[src/design/csd_pkg.sv]
// Shared types and constants for the CSD digit encoder.
// Used by csd_ctrl, csd_dp, csd_digit_encoder and csd_checker; no dependencies.
package csd_pkg;

    // Configuration port
    localparam int CFG_AW = 2;
    localparam int CFG_DW = 6;
    localparam int FP_W   = 5;
    localparam int NZ_W   = 6;

    localparam logic [CFG_AW-1:0] REG_COUNT_MODE      = 2'd0;
    localparam logic [CFG_AW-1:0] REG_FRACTION_PLACES = 2'd1;
    localparam logic [CFG_AW-1:0] REG_NONZERO_LIMIT   = 2'd2;

    localparam logic [NZ_W-1:0] NZ_LIMIT_RESET = 6'd4;

    typedef enum logic [1:0] {
        SYM_ZERO  = 2'd0,
        SYM_PLUS  = 2'd1,
        SYM_MINUS = 2'd2,
        SYM_POINT = 2'd3
    } sym_t;

    typedef enum logic [1:0] {
        EMIT_ZERO_LAST = 2'd0,
        EMIT_LEAD_ZERO = 2'd1,
        EMIT_POINT     = 2'd2,
        EMIT_DIGIT     = 2'd3
    } emit_sel_t;

    typedef enum logic [2:0] {
        ST_IDLE  = 3'd0,
        ST_PREP  = 3'd1,
        ST_LEAD  = 3'd2,
        ST_ZERO  = 3'd3,
        ST_LZERO = 3'd4,
        ST_POINT = 3'd5,
        ST_DIGIT = 3'd6
    } state_t;

    typedef struct packed {
        logic      load;
        logic      prep;
        logic      lead;
        logic      emit;
        emit_sel_t sel;
    } ctrl_cmd_t;

    typedef struct packed {
        logic is_zero;
        logic small_mag;
        logic go_cur;
        logic go_next;
        logic pos_next_zero;
        logic out_free;
    } dp_status_t;

endpackage

[src/design/csd_ctrl.sv]
// Sequencing state machine of the CSD digit encoder.
// Depends on csd_pkg; drives commands into csd_dp and reads its status.
module csd_ctrl (
    input  logic                aclk,
    input  logic                aresetn,
    input  logic                s_valid,
    output logic                s_ready,
    input  csd_pkg::dp_status_t status,
    output csd_pkg::ctrl_cmd_t  cmd
);
    import csd_pkg::*;

    state_t state_reg;
    state_t state_next;

    always_ff @(posedge aclk) begin
        if (!aresetn) begin
            state_reg <= ST_IDLE;
        end else begin
            state_reg <= state_next;
        end
    end

    always_comb begin
        state_next = state_reg;
        case (state_reg)
            ST_IDLE: begin
                if (s_valid) state_next = ST_PREP;
            end
            ST_PREP: begin
                state_next = status.is_zero ? ST_ZERO : ST_LEAD;
            end
            ST_LEAD: begin
                state_next = status.small_mag ? ST_LZERO : ST_DIGIT;
            end
            ST_ZERO: begin
                if (status.out_free) state_next = ST_IDLE;
            end
            ST_LZERO: begin
                // leading zero sits at the radix position
                if (status.out_free) state_next = status.go_cur ? ST_POINT : ST_IDLE;
            end
            ST_POINT: begin
                if (status.out_free) state_next = ST_DIGIT;
            end
            ST_DIGIT: begin
                if (status.out_free) begin
                    if (!status.go_next) state_next = ST_IDLE;
                    else if (status.pos_next_zero) state_next = ST_POINT;
                    else state_next = ST_DIGIT;
                end
            end
            default: state_next = ST_IDLE;
        endcase
    end

    always_comb begin
        s_ready  = 1'b0;
        cmd.load = 1'b0;
        cmd.prep = 1'b0;
        cmd.lead = 1'b0;
        cmd.emit = 1'b0;
        cmd.sel  = EMIT_DIGIT;
        case (state_reg)
            ST_IDLE: begin
                s_ready  = 1'b1;
                cmd.load = s_valid;
            end
            ST_PREP: cmd.prep = 1'b1;
            ST_LEAD: cmd.lead = 1'b1;
            ST_ZERO: begin
                cmd.emit = status.out_free;
                cmd.sel  = EMIT_ZERO_LAST;
            end
            ST_LZERO: begin
                cmd.emit = status.out_free;
                cmd.sel  = EMIT_LEAD_ZERO;
            end
            ST_POINT: begin
                cmd.emit = status.out_free;
                cmd.sel  = EMIT_POINT;
            end
            ST_DIGIT: begin
                cmd.emit = status.out_free;
                cmd.sel  = EMIT_DIGIT;
            end
            default: ;
        endcase
    end

endmodule

[src/design/csd_dp.sv]
// Datapath of the CSD digit encoder: config registers, residual, digit position,
// nonzero budget and the output register. Depends on csd_pkg; driven by csd_ctrl.
module csd_dp #(
    parameter int INT_BITS  = 16,
    parameter int FRAC_BITS = 16
) (
    input  logic                                aclk,
    input  logic                                aresetn,
    input  logic                                cfg_we,
    input  logic [csd_pkg::CFG_AW-1:0]          cfg_addr,
    input  logic [csd_pkg::CFG_DW-1:0]          cfg_wdata,
    input  logic signed [INT_BITS+FRAC_BITS-1:0] s_value,
    input  csd_pkg::ctrl_cmd_t                  cmd,
    output csd_pkg::dp_status_t                 status,
    output logic                                m_valid,
    input  logic                                m_ready,
    output logic [1:0]                          m_symbol,
    output logic                                m_last
);
    import csd_pkg::*;

    localparam int W  = INT_BITS + FRAC_BITS;
    localparam int RW = W + 4;             // residual holds 3x value plus headroom
    localparam int MW = $clog2(RW);
    localparam int PW = MW + 1;            // signed digit position

    localparam logic signed [RW-1:0] THR3     = RW'(3) <<< FRAC_BITS;
    localparam logic signed [RW-1:0] NEG_THR3 = -THR3;
    localparam logic signed [PW-1:0] FRAC_P   = PW'(FRAC_BITS);
    localparam logic signed [PW-1:0] NEG_FRAC = -FRAC_P;

    // configuration
    logic            count_mode_reg;
    logic [FP_W-1:0] fraction_places_reg;
    logic [NZ_W-1:0] nonzero_limit_reg;

    always_ff @(posedge aclk) begin
        if (!aresetn) begin
            count_mode_reg      <= 1'b0;
            fraction_places_reg <= '0;
            nonzero_limit_reg   <= NZ_LIMIT_RESET;
        end else if (cfg_we) begin
            case (cfg_addr)
                REG_COUNT_MODE:      count_mode_reg      <= cfg_wdata[0];
                REG_FRACTION_PLACES: fraction_places_reg <= cfg_wdata[FP_W-1:0];
                REG_NONZERO_LIMIT:   nonzero_limit_reg   <= cfg_wdata[NZ_W-1:0];
                default: ;
            endcase
        end
    end

    logic signed [PW-1:0] places_c;
    logic signed [PW-1:0] neg_places;
    logic [NZ_W-1:0]      budget;

    assign places_c   = (PW'(fraction_places_reg) > FRAC_P) ? FRAC_P
                                                           : PW'(fraction_places_reg);
    assign neg_places = -places_c;
    assign budget     = (nonzero_limit_reg == '0) ? NZ_W'(1) : nonzero_limit_reg;

    // working state
    logic signed [RW-1:0] res_reg, res_next;
    logic [RW-1:0]        aux_reg;
    logic                 small_reg;
    logic signed [PW-1:0] pos_reg, pos_next;
    logic [NZ_W-1:0]      nzl_reg, nzl_next;

    logic signed [RW-1:0] v_ext;
    logic signed [RW-1:0] res_load;
    assign v_ext    = RW'(s_value);
    assign res_load = v_ext + (v_ext <<< 1);

    // leading position: msb of (3*|v| - 1) minus FRAC_BITS
    logic [MW-1:0]        msb;
    logic signed [PW-1:0] lead_pos;
    always_comb begin
        msb = '0;
        for (int i = 0; i < RW; i++) begin
            if (aux_reg[i]) msb = MW'(i);
        end
    end
    assign lead_pos = $signed(PW'(msb)) - FRAC_P;

    function automatic logic go_fn(input logic cm, input logic signed [PW-1:0] pos,
                                   input logic [NZ_W-1:0] nzl, input logic res_nz,
                                   input logic signed [PW-1:0] neg_pl,
                                   input logic signed [PW-1:0] neg_fr);
        logic g;
        if (cm) g = (pos > 0) || ((nzl != '0) && res_nz && (pos > neg_fr));
        else    g = pos > neg_pl;
        return g;
    endfunction

    // one digit step
    logic [PW-1:0]        e_w;
    logic signed [RW-1:0] thr, neg_thr, stp, neg_stp;
    logic                 dig_plus, dig_minus;
    logic [1:0]           dig_sym;
    logic                 res_next_nz;
    logic [NZ_W-1:0]      nzl_dec;

    assign e_w     = pos_reg + FRAC_P;
    assign thr     = RW'(1) << e_w;
    assign stp     = (RW'(3) << e_w) >>> 1;
    assign neg_thr = -thr;
    assign neg_stp = -stp;

    assign dig_plus  = res_reg > thr;
    assign dig_minus = !dig_plus && (res_reg < neg_thr);

    always_comb begin
        nzl_dec = nzl_reg;
        if ((dig_plus || dig_minus) && nzl_reg != '0) nzl_dec = nzl_reg - NZ_W'(1);
        if (dig_plus) begin
            dig_sym     = SYM_PLUS;
            res_next    = res_reg - stp;
            res_next_nz = res_reg != stp;
        end else if (dig_minus) begin
            dig_sym     = SYM_MINUS;
            res_next    = res_reg + stp;
            res_next_nz = res_reg != neg_stp;
        end else begin
            dig_sym     = SYM_ZERO;
            res_next    = res_reg;
            res_next_nz = res_reg != '0;
        end
        // budget spent in count mode: residual is dropped
        if (count_mode_reg && nzl_dec == '0) res_next = '0;
    end

    assign pos_next = pos_reg - PW'(1);
    assign nzl_next = nzl_dec;

    always_ff @(posedge aclk) begin
        if (cmd.load) res_reg <= res_load;
        if (cmd.prep) begin
            aux_reg   <= res_reg[RW-1] ? ~res_reg : res_reg - RW'(1);
            small_reg <= (res_reg > NEG_THR3) && (res_reg < THR3);
        end
        if (cmd.lead) begin
            pos_reg <= small_reg ? '0 : lead_pos;
            nzl_reg <= budget;
        end
        if (cmd.emit && cmd.sel == EMIT_DIGIT) begin
            res_reg <= res_next;
            pos_reg <= pos_next;
            nzl_reg <= nzl_next;
        end
    end

    // output register
    logic       m_valid_reg;
    logic [1:0] sym_reg, sym_next;
    logic       last_reg, last_next;

    always_comb begin
        case (cmd.sel)
            EMIT_ZERO_LAST: begin
                sym_next  = SYM_ZERO;
                last_next = 1'b1;
            end
            EMIT_LEAD_ZERO: begin
                sym_next  = SYM_ZERO;
                last_next = !status.go_cur;
            end
            EMIT_POINT: begin
                sym_next  = SYM_POINT;
                last_next = 1'b0;
            end
            default: begin
                sym_next  = dig_sym;
                last_next = !status.go_next;
            end
        endcase
    end

    always_ff @(posedge aclk) begin
        if (!aresetn) begin
            m_valid_reg <= 1'b0;
        end else if (cmd.emit) begin
            m_valid_reg <= 1'b1;
        end else if (m_ready) begin
            m_valid_reg <= 1'b0;
        end
    end

    always_ff @(posedge aclk) begin
        if (cmd.emit) begin
            sym_reg  <= sym_next;
            last_reg <= last_next;
        end
    end

    assign status.is_zero       = res_reg == '0;
    assign status.small_mag     = small_reg;
    assign status.go_cur        = go_fn(count_mode_reg, pos_reg, nzl_reg, res_reg != '0,
                                        neg_places, NEG_FRAC);
    assign status.go_next       = go_fn(count_mode_reg, pos_next, nzl_next, res_next_nz,
                                        neg_places, NEG_FRAC);
    assign status.pos_next_zero = pos_next == '0;
    assign status.out_free      = !m_valid_reg || m_ready;

    assign m_valid  = m_valid_reg;
    assign m_symbol = sym_reg;
    assign m_last   = last_reg;

endmodule

[src/design/csd_digit_encoder.sv]
// CSD digit encoder: setup steps after an item is accepted (load 3x value,
// magnitude and small-value check, leading position unless the value is zero),
// then one symbol per cycle into the output register while the output is free.
// The next item is accepted once the last symbol is in the output register.
// Synchronous active-low reset clears the controller, output valid and config.
// Top level; instantiates csd_ctrl and csd_dp, uses csd_pkg.
module csd_digit_encoder #(
    parameter int INT_BITS  = 16,
    parameter int FRAC_BITS = 16
) (
    input  logic                                 aclk,
    input  logic                                 aresetn,
    input  logic                                 cfg_we,
    input  logic [csd_pkg::CFG_AW-1:0]           cfg_addr,
    input  logic [csd_pkg::CFG_DW-1:0]           cfg_wdata,
    input  logic                                 s_valid,
    output logic                                 s_ready,
    input  logic signed [INT_BITS+FRAC_BITS-1:0] s_value,
    output logic                                 m_valid,
    input  logic                                 m_ready,
    output logic [1:0]                           m_symbol,
    output logic                                 m_last
);
    import csd_pkg::*;

    ctrl_cmd_t  cmd;
    dp_status_t status;

    csd_ctrl u_ctrl (
        .aclk    (aclk),
        .aresetn (aresetn),
        .s_valid (s_valid),
        .s_ready (s_ready),
        .status  (status),
        .cmd     (cmd)
    );

    csd_dp #(
        .INT_BITS  (INT_BITS),
        .FRAC_BITS (FRAC_BITS)
    ) u_dp (
        .aclk      (aclk),
        .aresetn   (aresetn),
        .cfg_we    (cfg_we),
        .cfg_addr  (cfg_addr),
        .cfg_wdata (cfg_wdata),
        .s_value   (s_value),
        .cmd       (cmd),
        .status    (status),
        .m_valid   (m_valid),
        .m_ready   (m_ready),
        .m_symbol  (m_symbol),
        .m_last    (m_last)
    );

endmodule

[config.mk]
export PLATFORM = sky130hd
export DESIGN_NAME = csd_digit_encoder
export DESIGN_NICKNAME = d
export VERILOG_FILES = /design/src/design/csd_pkg.sv /design/src/design/csd_ctrl.sv /design/src/design/csd_dp.sv /design/src/design/csd_digit_encoder.sv
export SDC_FILE = /design/constraint.sdc
export NUM_CORES = 1
export LEC_CHECK = 0
export ABC_AREA = 1
export BUFFER_PORTS_ARGS = -buffer_cell sky130_fd_sc_hd__buf_2
export CAP_MARGIN = 40
export CORE_UTILIZATION = 62
export DETAILED_ROUTE_END_ITERATION = 10
export PLACE_DENSITY = 0.8
export SYNTH_ARGS = -nofsm -noshare
export SYNTH_HDL_FRONTEND = slang
export SYNTH_SLANG_ARGS = --single-unit
export TNS_END_PERCENT = 1
[constraint.sdc]
create_clock -name aclk -period 19 [get_ports aclk]
set_input_delay 1.9 -clock aclk [delete_from_list [all_inputs] [get_ports aclk]]
set_output_delay 1.9 -clock aclk [all_outputs]
set_load 0.02 [all_outputs]
* Yosys cells after proc, flatten, opt, wreduce, memory -nomap -nowiden
Index checks and enable logic that the tools add are counted.
** Storage, ports and cells
- Bits in registers :: 105
- Output and inout port bits :: 5
** Cells by class
- Add/sub/neg operators :: 11
- Magnitude comparators :: 11
- Equality and inequality tests :: 19
- Shift-type cells :: 2
- Muxes and demuxes :: 75
- Bitwise logic cells :: 1
- Reduce and logical (&&, ||, !) cells :: 36
** Operators by type and width (number)
- two-way mux 36 bit :: 6
- two-way mux 5 bit :: 17
- two-way mux 6 bit :: 8
- adder 36 x 35 -> 36 bit :: 1
- > comparator 36 x 19 -> 1 bit, second input constant :: 1
- > comparator 36 bit :: 1
- zero test 36 bit :: 1
- less-than comparator 36 x 19 -> 1 bit, second input constant :: 1
- less-than comparator 36 bit :: 1
- inequality test 36 x 35 -> 1 bit :: 1
- inequality test 36 bit :: 1
- negator 35 -> 36 bit :: 1
- negator 36 bit :: 1
- NOT 36 bit :: 1
- nonzero test 36 bit :: 1
- << shifter 1 x 7 -> 36 bit, first input constant :: 1
- << shifter 2 x 7 -> 36 bit, first input constant :: 1
- subtractor 36 x 2 -> 36 bit, second input constant :: 1
- subtractor 36 x 35 -> 36 bit :: 1
- adder 32 x 33 -> 34 bit :: 1
- two-way mux 3 bit :: 11
- two-way mux 4 bit :: 8
- two-way mux 7 bit :: 3
- one-hot mux 3 bit (7 select lines) :: 1
- 34 further kinds :: 84

* Longest topological paths before layout
- Depth in word-level cells :: 39
- Mapped depth :: 47
- Depth with buffers taken out :: 46

* Hierarchy
Synthesis repeated with hierarchy kept, for this count alone.
** Unflattened totals
- Cell total of the unflattened synthesis :: 2312
- Area, all modules :: 15559.9 um^2
** By module, submodules not included
- csd_dp :: instances 1, cells each 2251, area an instance 15199.6 um^2, seq. area each 2902.8 um^2
- csd_ctrl :: instances 1, cells each 61, area an instance 360.3 um^2, seq. area each 60.1 um^2

* Worst setup path before layout
OpenSTA, ideal clock, no wires.
- Path type :: flip-flop to flip-flop
- Start point :: reg u_dp.pos_reg[4]
- End point :: reg u_dp.res_reg[0], enable pin
- Arrival time :: 6218 ps
- Slack :: 12391 ps
- Stages on the path, launching flop included :: 45
- Buffers on the path :: 1
- Path through :: edfxtp_1 -> ha_1 -> ha_1 -> nor2_4 -> nand2_4 -> buf_12 -> nor2_2 -> inv_2 -> ha_1 -> nand3_2 -> nor2_2 -> nand3_2 -> inv_2 -> nand4_2 -> nor3_4 -> nand4_2 -> nor2_1 -> nand3_1 -> [... 9 more ...] -> nand3_1 -> inv_1 -> nand2_1 -> nor4b_2 -> nand4_1 -> nand3_1 -> nand2_1 -> nand2_1 -> inv_1 -> nand2_1 -> nand2_1 -> nand2_1 -> o21ai_0 -> nor2_1 -> nand3_1 -> o21ai_2 -> o21ai_0 -> inv_1
** On the way
- Longest elaborated chain between the ends :: 12
- Elaborated cells on any way between the ends :: 14
- Classes of those cells :: add/sub (2); order compare (2); eq/ne (1); shift (1); mux (1); reduce/logical (7)
** Ends and longest elaborated chain
- start, declared :: line csd_dp.sv:65 : logic signed [PW-1:0] pos_reg, pos_next;
- start signal, assigned :: line csd_dp.sv:141 : pos_reg <= small_reg ? '0 : lead_pos;
- start signal, assigned :: line csd_dp.sv:146 : pos_reg <= pos_next;
- adder 7 x 6 -> 7 bit * :: line csd_dp.sv:102 : assign e_w = pos_reg + FRAC_P;
- << shifter 1 x 7 -> 36 bit * :: line csd_dp.sv:103 : assign thr = RW'(1) << e_w;
- negator 36 bit / > comparator 36 bit (equally long branches) :: line csd_dp.sv:105, csd_dp.sv:108
- less-than comparator 36 bit / zero test 1 bit (equally long branches) :: line csd_dp.sv:109 : assign dig_minus = !dig_plus && (res_reg < neg_thr);
- logical AND 1 bit :: line csd_dp.sv:109
- logical OR 1 bit :: line csd_dp.sv:113 : if ((dig_plus || dig_minus) && nzl_reg != '0) nzl_dec = nzl_reg - NZ_W'(1);
- logical AND 1 bit :: line csd_dp.sv:113
- two-way mux 6 bit :: line csd_dp.sv:113
- zero test 6 bit :: line csd_dp.sv:128 : if (count_mode_reg && nzl_dec == '0) res_next = '0;
- logical AND 1 bit :: line csd_dp.sv:128
- inequality test 4 x 1 -> 1 bit (no source line) *
- AND reduction 2 bit (no source line) *
- end signal, assigned :: line csd_dp.sv:135 : if (cmd.load) res_reg <= res_load;
- end signal, assigned :: line csd_dp.sv:145 : res_reg <= res_next;
- end, declared :: line csd_dp.sv:62 : logic signed [RW-1:0] res_reg, res_next;
Every way passes the cells marked *; elsewhere a longest branch is shown, timed or not.
A chain may end at the register's enable or synchronous reset.

* Worst setup path in the final report
- Start point :: reg u_dp.pos_reg[4]
- End point :: reg u_dp.res_reg[1], enable pin
Same word-level chain as after synthesis.

==> impl_metrics.ini <==
[layout]
final.fill_count = 2224
largest_reg_flops = 36
regArea_sq_um = 2963
layout-drive-gt1-share = 0.06864
multi_input_area_sq_um = 10810
final_util = 0.6687
n_antenna_cell = 0
layout.nets = 2577
area_delta_synth_final_pct = 5.521

[die]
initial_utilization = 0.6337
die-area_sq_um = 25490
dieHeight_um = 159.7
coreArea_sq_um = 24320
chipWidth_um = 159.7
ios = 50
rows = 57

[sta]
slew_headroom = 0.4459
post-route-min-period_ns = 7.757
setup_viol = 0
worstMarginPinSlew_ns = 0.8247
slew_viol_final = 0
final.setup_skew_ns = 0.01359
max_freq_mhz = 128.9
rsz0062_at_grt = no
fin_crit_sh = 0.4083
final_hold_viol_count = 0
fin_tns_setup_ns = 0

[clocking]
cts_sinks = 104
cts.clk_slew.worst_paths_ns = 0.09
cts_root_buffer = clkbuf_16
postCtsResizedCells = 0
cts_tree = built
postCtsSetupRepairBufs = 0
clockBufferDepth = 2
numCtsBuffers = 9
holdBufCountCts = 0
h-tree-depth = 3
clock_latency_ns = 0.38

[setup_path]
crit_fanout = 37
critPathCapture = u_dp.res_reg[1]$_DFFE_PP_
crit_path_start = u_dp.pos_reg[4]$_DFFE_PP_
path_class = reg2reg
required_ns = 19.02
worst_setup_path_end_kind = register
r2r_end = u_dp.res_reg[1]$_DFFE_PP_
r2r_cells = 45
rrSetupSlack_ns = 11.24
slowest_delay_ns = 0.52
timing.rr.start = u_dp.pos_reg[4]$_DFFE_PP_
startpoint_type = register
crit_arrival_ns = 7.78
critical-path-slowest-cell = edfxtp_1
cpMostUsedCell = nand2_1

[detailed_routing]
first_pass_iters = 6
avgViaCountPerCell = 5.939
postRouteAntennaNets = 0
drt_iter0_drc = 1513
remaining_drc_errors = 0
wl_mm = 47.71
avgRoutedWirePerCell_um = 17.97
vias = 15768

[min_path]
hold_class = reg2reg

[logic_synthesis]
synthDistinctLibCells = 65
synth_warnings = 0
avgSynthCellArea_sq_um = 6.700
synth_edf_count = 88
synth_top_cell_area_share = 0.1715
synthTopCellsByArea = edfxtp_1 (17%), ha_1 (16%), nand2_1 (9.9%), inv_1 (8.6%), xor2_1 (8.1%)
ys_seq_area_frac = 0.1923
yosysTopAreaCell = edfxtp_1
syn-cell-area_sq_um = 15410
synth_common_cells = nand2_1 (407), inv_1 (355), nor2_1 (276)
async_reset_ff_frac = 0
ys_ff_latch = 104
postSynthCellCount = 2300
synth_fp_nets = 2551
synth_most_common_cell = nand2_1
synth_flop_cell = edfxtp_1

[grt]
grt_overflow = 0
grt_pass1_vias = 14735
grt_util_all_layers = 0.3738
grt_max_degree = 38
antenna_found_initial = 0
grt_pass1_wl_mm = 75.12

[placement]
place_hpwl_mm = 38.99
port-buffer-count = 49
gp_congestion = 1.051

[pwr]
p_per_area_nw_per_um2 = 121.5
max-vdd-ir-drop_mv = 0.05796
p_leak_nw = 7.813

[run]
cap_viol_max_count = 0

[status]
status = completed
-- worst min-delay path by stage --
stage	startpoint	to	slack [ns]	cells after the start
floorplan	u_dp.nonzero_limit_reg[3]$_SDFFE_PN0P_	u_dp.nonzero_limit_reg[3]$_SDFFE_PN0P_	0.44	2
global placement	u_dp.nonzero_limit_reg[3]$_SDFFE_PN0P_	u_dp.nonzero_limit_reg[3]$_SDFFE_PN0P_	0.46	2
detailed placement	u_dp.nonzero_limit_reg[3]$_SDFFE_PN0P_	u_dp.nonzero_limit_reg[3]$_SDFFE_PN0P_	0.47	2
CTS	u_dp.nonzero_limit_reg[3]$_SDFFE_PN0P_	u_dp.nonzero_limit_reg[3]$_SDFFE_PN0P_	0.48	2
global route	u_dp.fraction_places_reg[0]$_SDFFE_PN0P_	u_dp.fraction_places_reg[0]$_SDFFE_PN0P_	0.53	2
finish	u_dp.nonzero_limit_reg[3]$_SDFFE_PN0P_	u_dp.nonzero_limit_reg[3]$_SDFFE_PN0P_	0.48	2
-- cells by family (layout without fill, tap and decap cells) --
group	count (synthesis)	in the layout	share of synthesized area
AND/OR/NAND/NOR	947	947	0.2741
adder cells (fa/ha/maj)	206	206	0.1687
buffers and inverters	422	453	0.1068
multiplexers	2	2	0.001299
AO/OA/AOI/OAI	460	460	0.1665
flip-flops	104	104	0.1923
XOR/XNOR	159	159	0.09036
-- critical path: cells and delay by family (launching register included) --
family | cells | cell delay, ns
AND/OR/NAND/NOR | 29 | 4.02
AO/OA/AOI/OAI | 2 | 0.26
flip-flops | 1 | 0.52
XOR/XNOR | 1 | 0.11
adder cells (fa/ha/maj) | 4 | 1.14
buffers and inverters | 9 | 1.29
-- power breakdown --
| group | internal, mW | leakage, nW | switching [mW] | total, mW |
|---|---|---|---|---|
| Clock | 0.101 | 0.154 | 0.106 | 0.207 |
| Sequential | 0.355 | 0.955 | 0.112 | 0.467 |
| Combinational | 0.450 | 6.70 | 0.852 | 1.30 |
-- layer usage --
| layer | track usage | wire length (um) | vias up |
|---|---|---|---|
| met5 | 0 | 0 | - |
| met4 | 0.1954 | 2351 | 0 |
| met3 | 0.04909 | 4747 | 131 |
| met2 | 0.5752 | 20030 | 779 |
| met1 | 0.5111 | 20580 | 7140 |
| li1 | - | - | 7718 |
-- cell usage in the layout (no fill, tap or decap), types with 17 or more instances in the layout --
cell type / netlist / final
nand2_1: 407 / 407
inv_1: 355 / 355
nor2_1: 276 / 274
ha_1: 203 / 203
a21oi_1: 180 / 180
o21ai_0: 159 / 159
xor2_1: 143 / 143
nand3_1: 106 / 105
edfxtp_1: 88 / 88
buf_2: 6 / 49
nor3_1: 46 / 46
nand4_1: 33 / 33
nor4_1: 17 / 17
o21ai_1: 17 / 17
-- final cells by class --
type,instances,area share
clock inverters,6,0.004155
flip-flops and latches,104,0.1822
inverters,372,0.08594
repair buffers,65,0.02247
well taps,324,0.02493
clock buffers,10,0.01539
multi-input cells,1774,0.6649
-- per-stage QoR --
stage	hold slack (ns)	total power [mW]	worst slack (ns)	cell area, sq um	cells
after floorplan	0.4385	1.383	12.39	15410	2300
after global placement	0.4576	1.704	11.67	15940	2639
after detailed placement	0.4685	1.732	11.34	15940	2639
after CTS	0.4806	1.947	11.31	16260	2655
after global routing	0.5277	2.140	10.55	16260	2655
final	0.4812	1.976	11.24	16260	2655
Note: power is estimated with default switching activity, not from simulation.
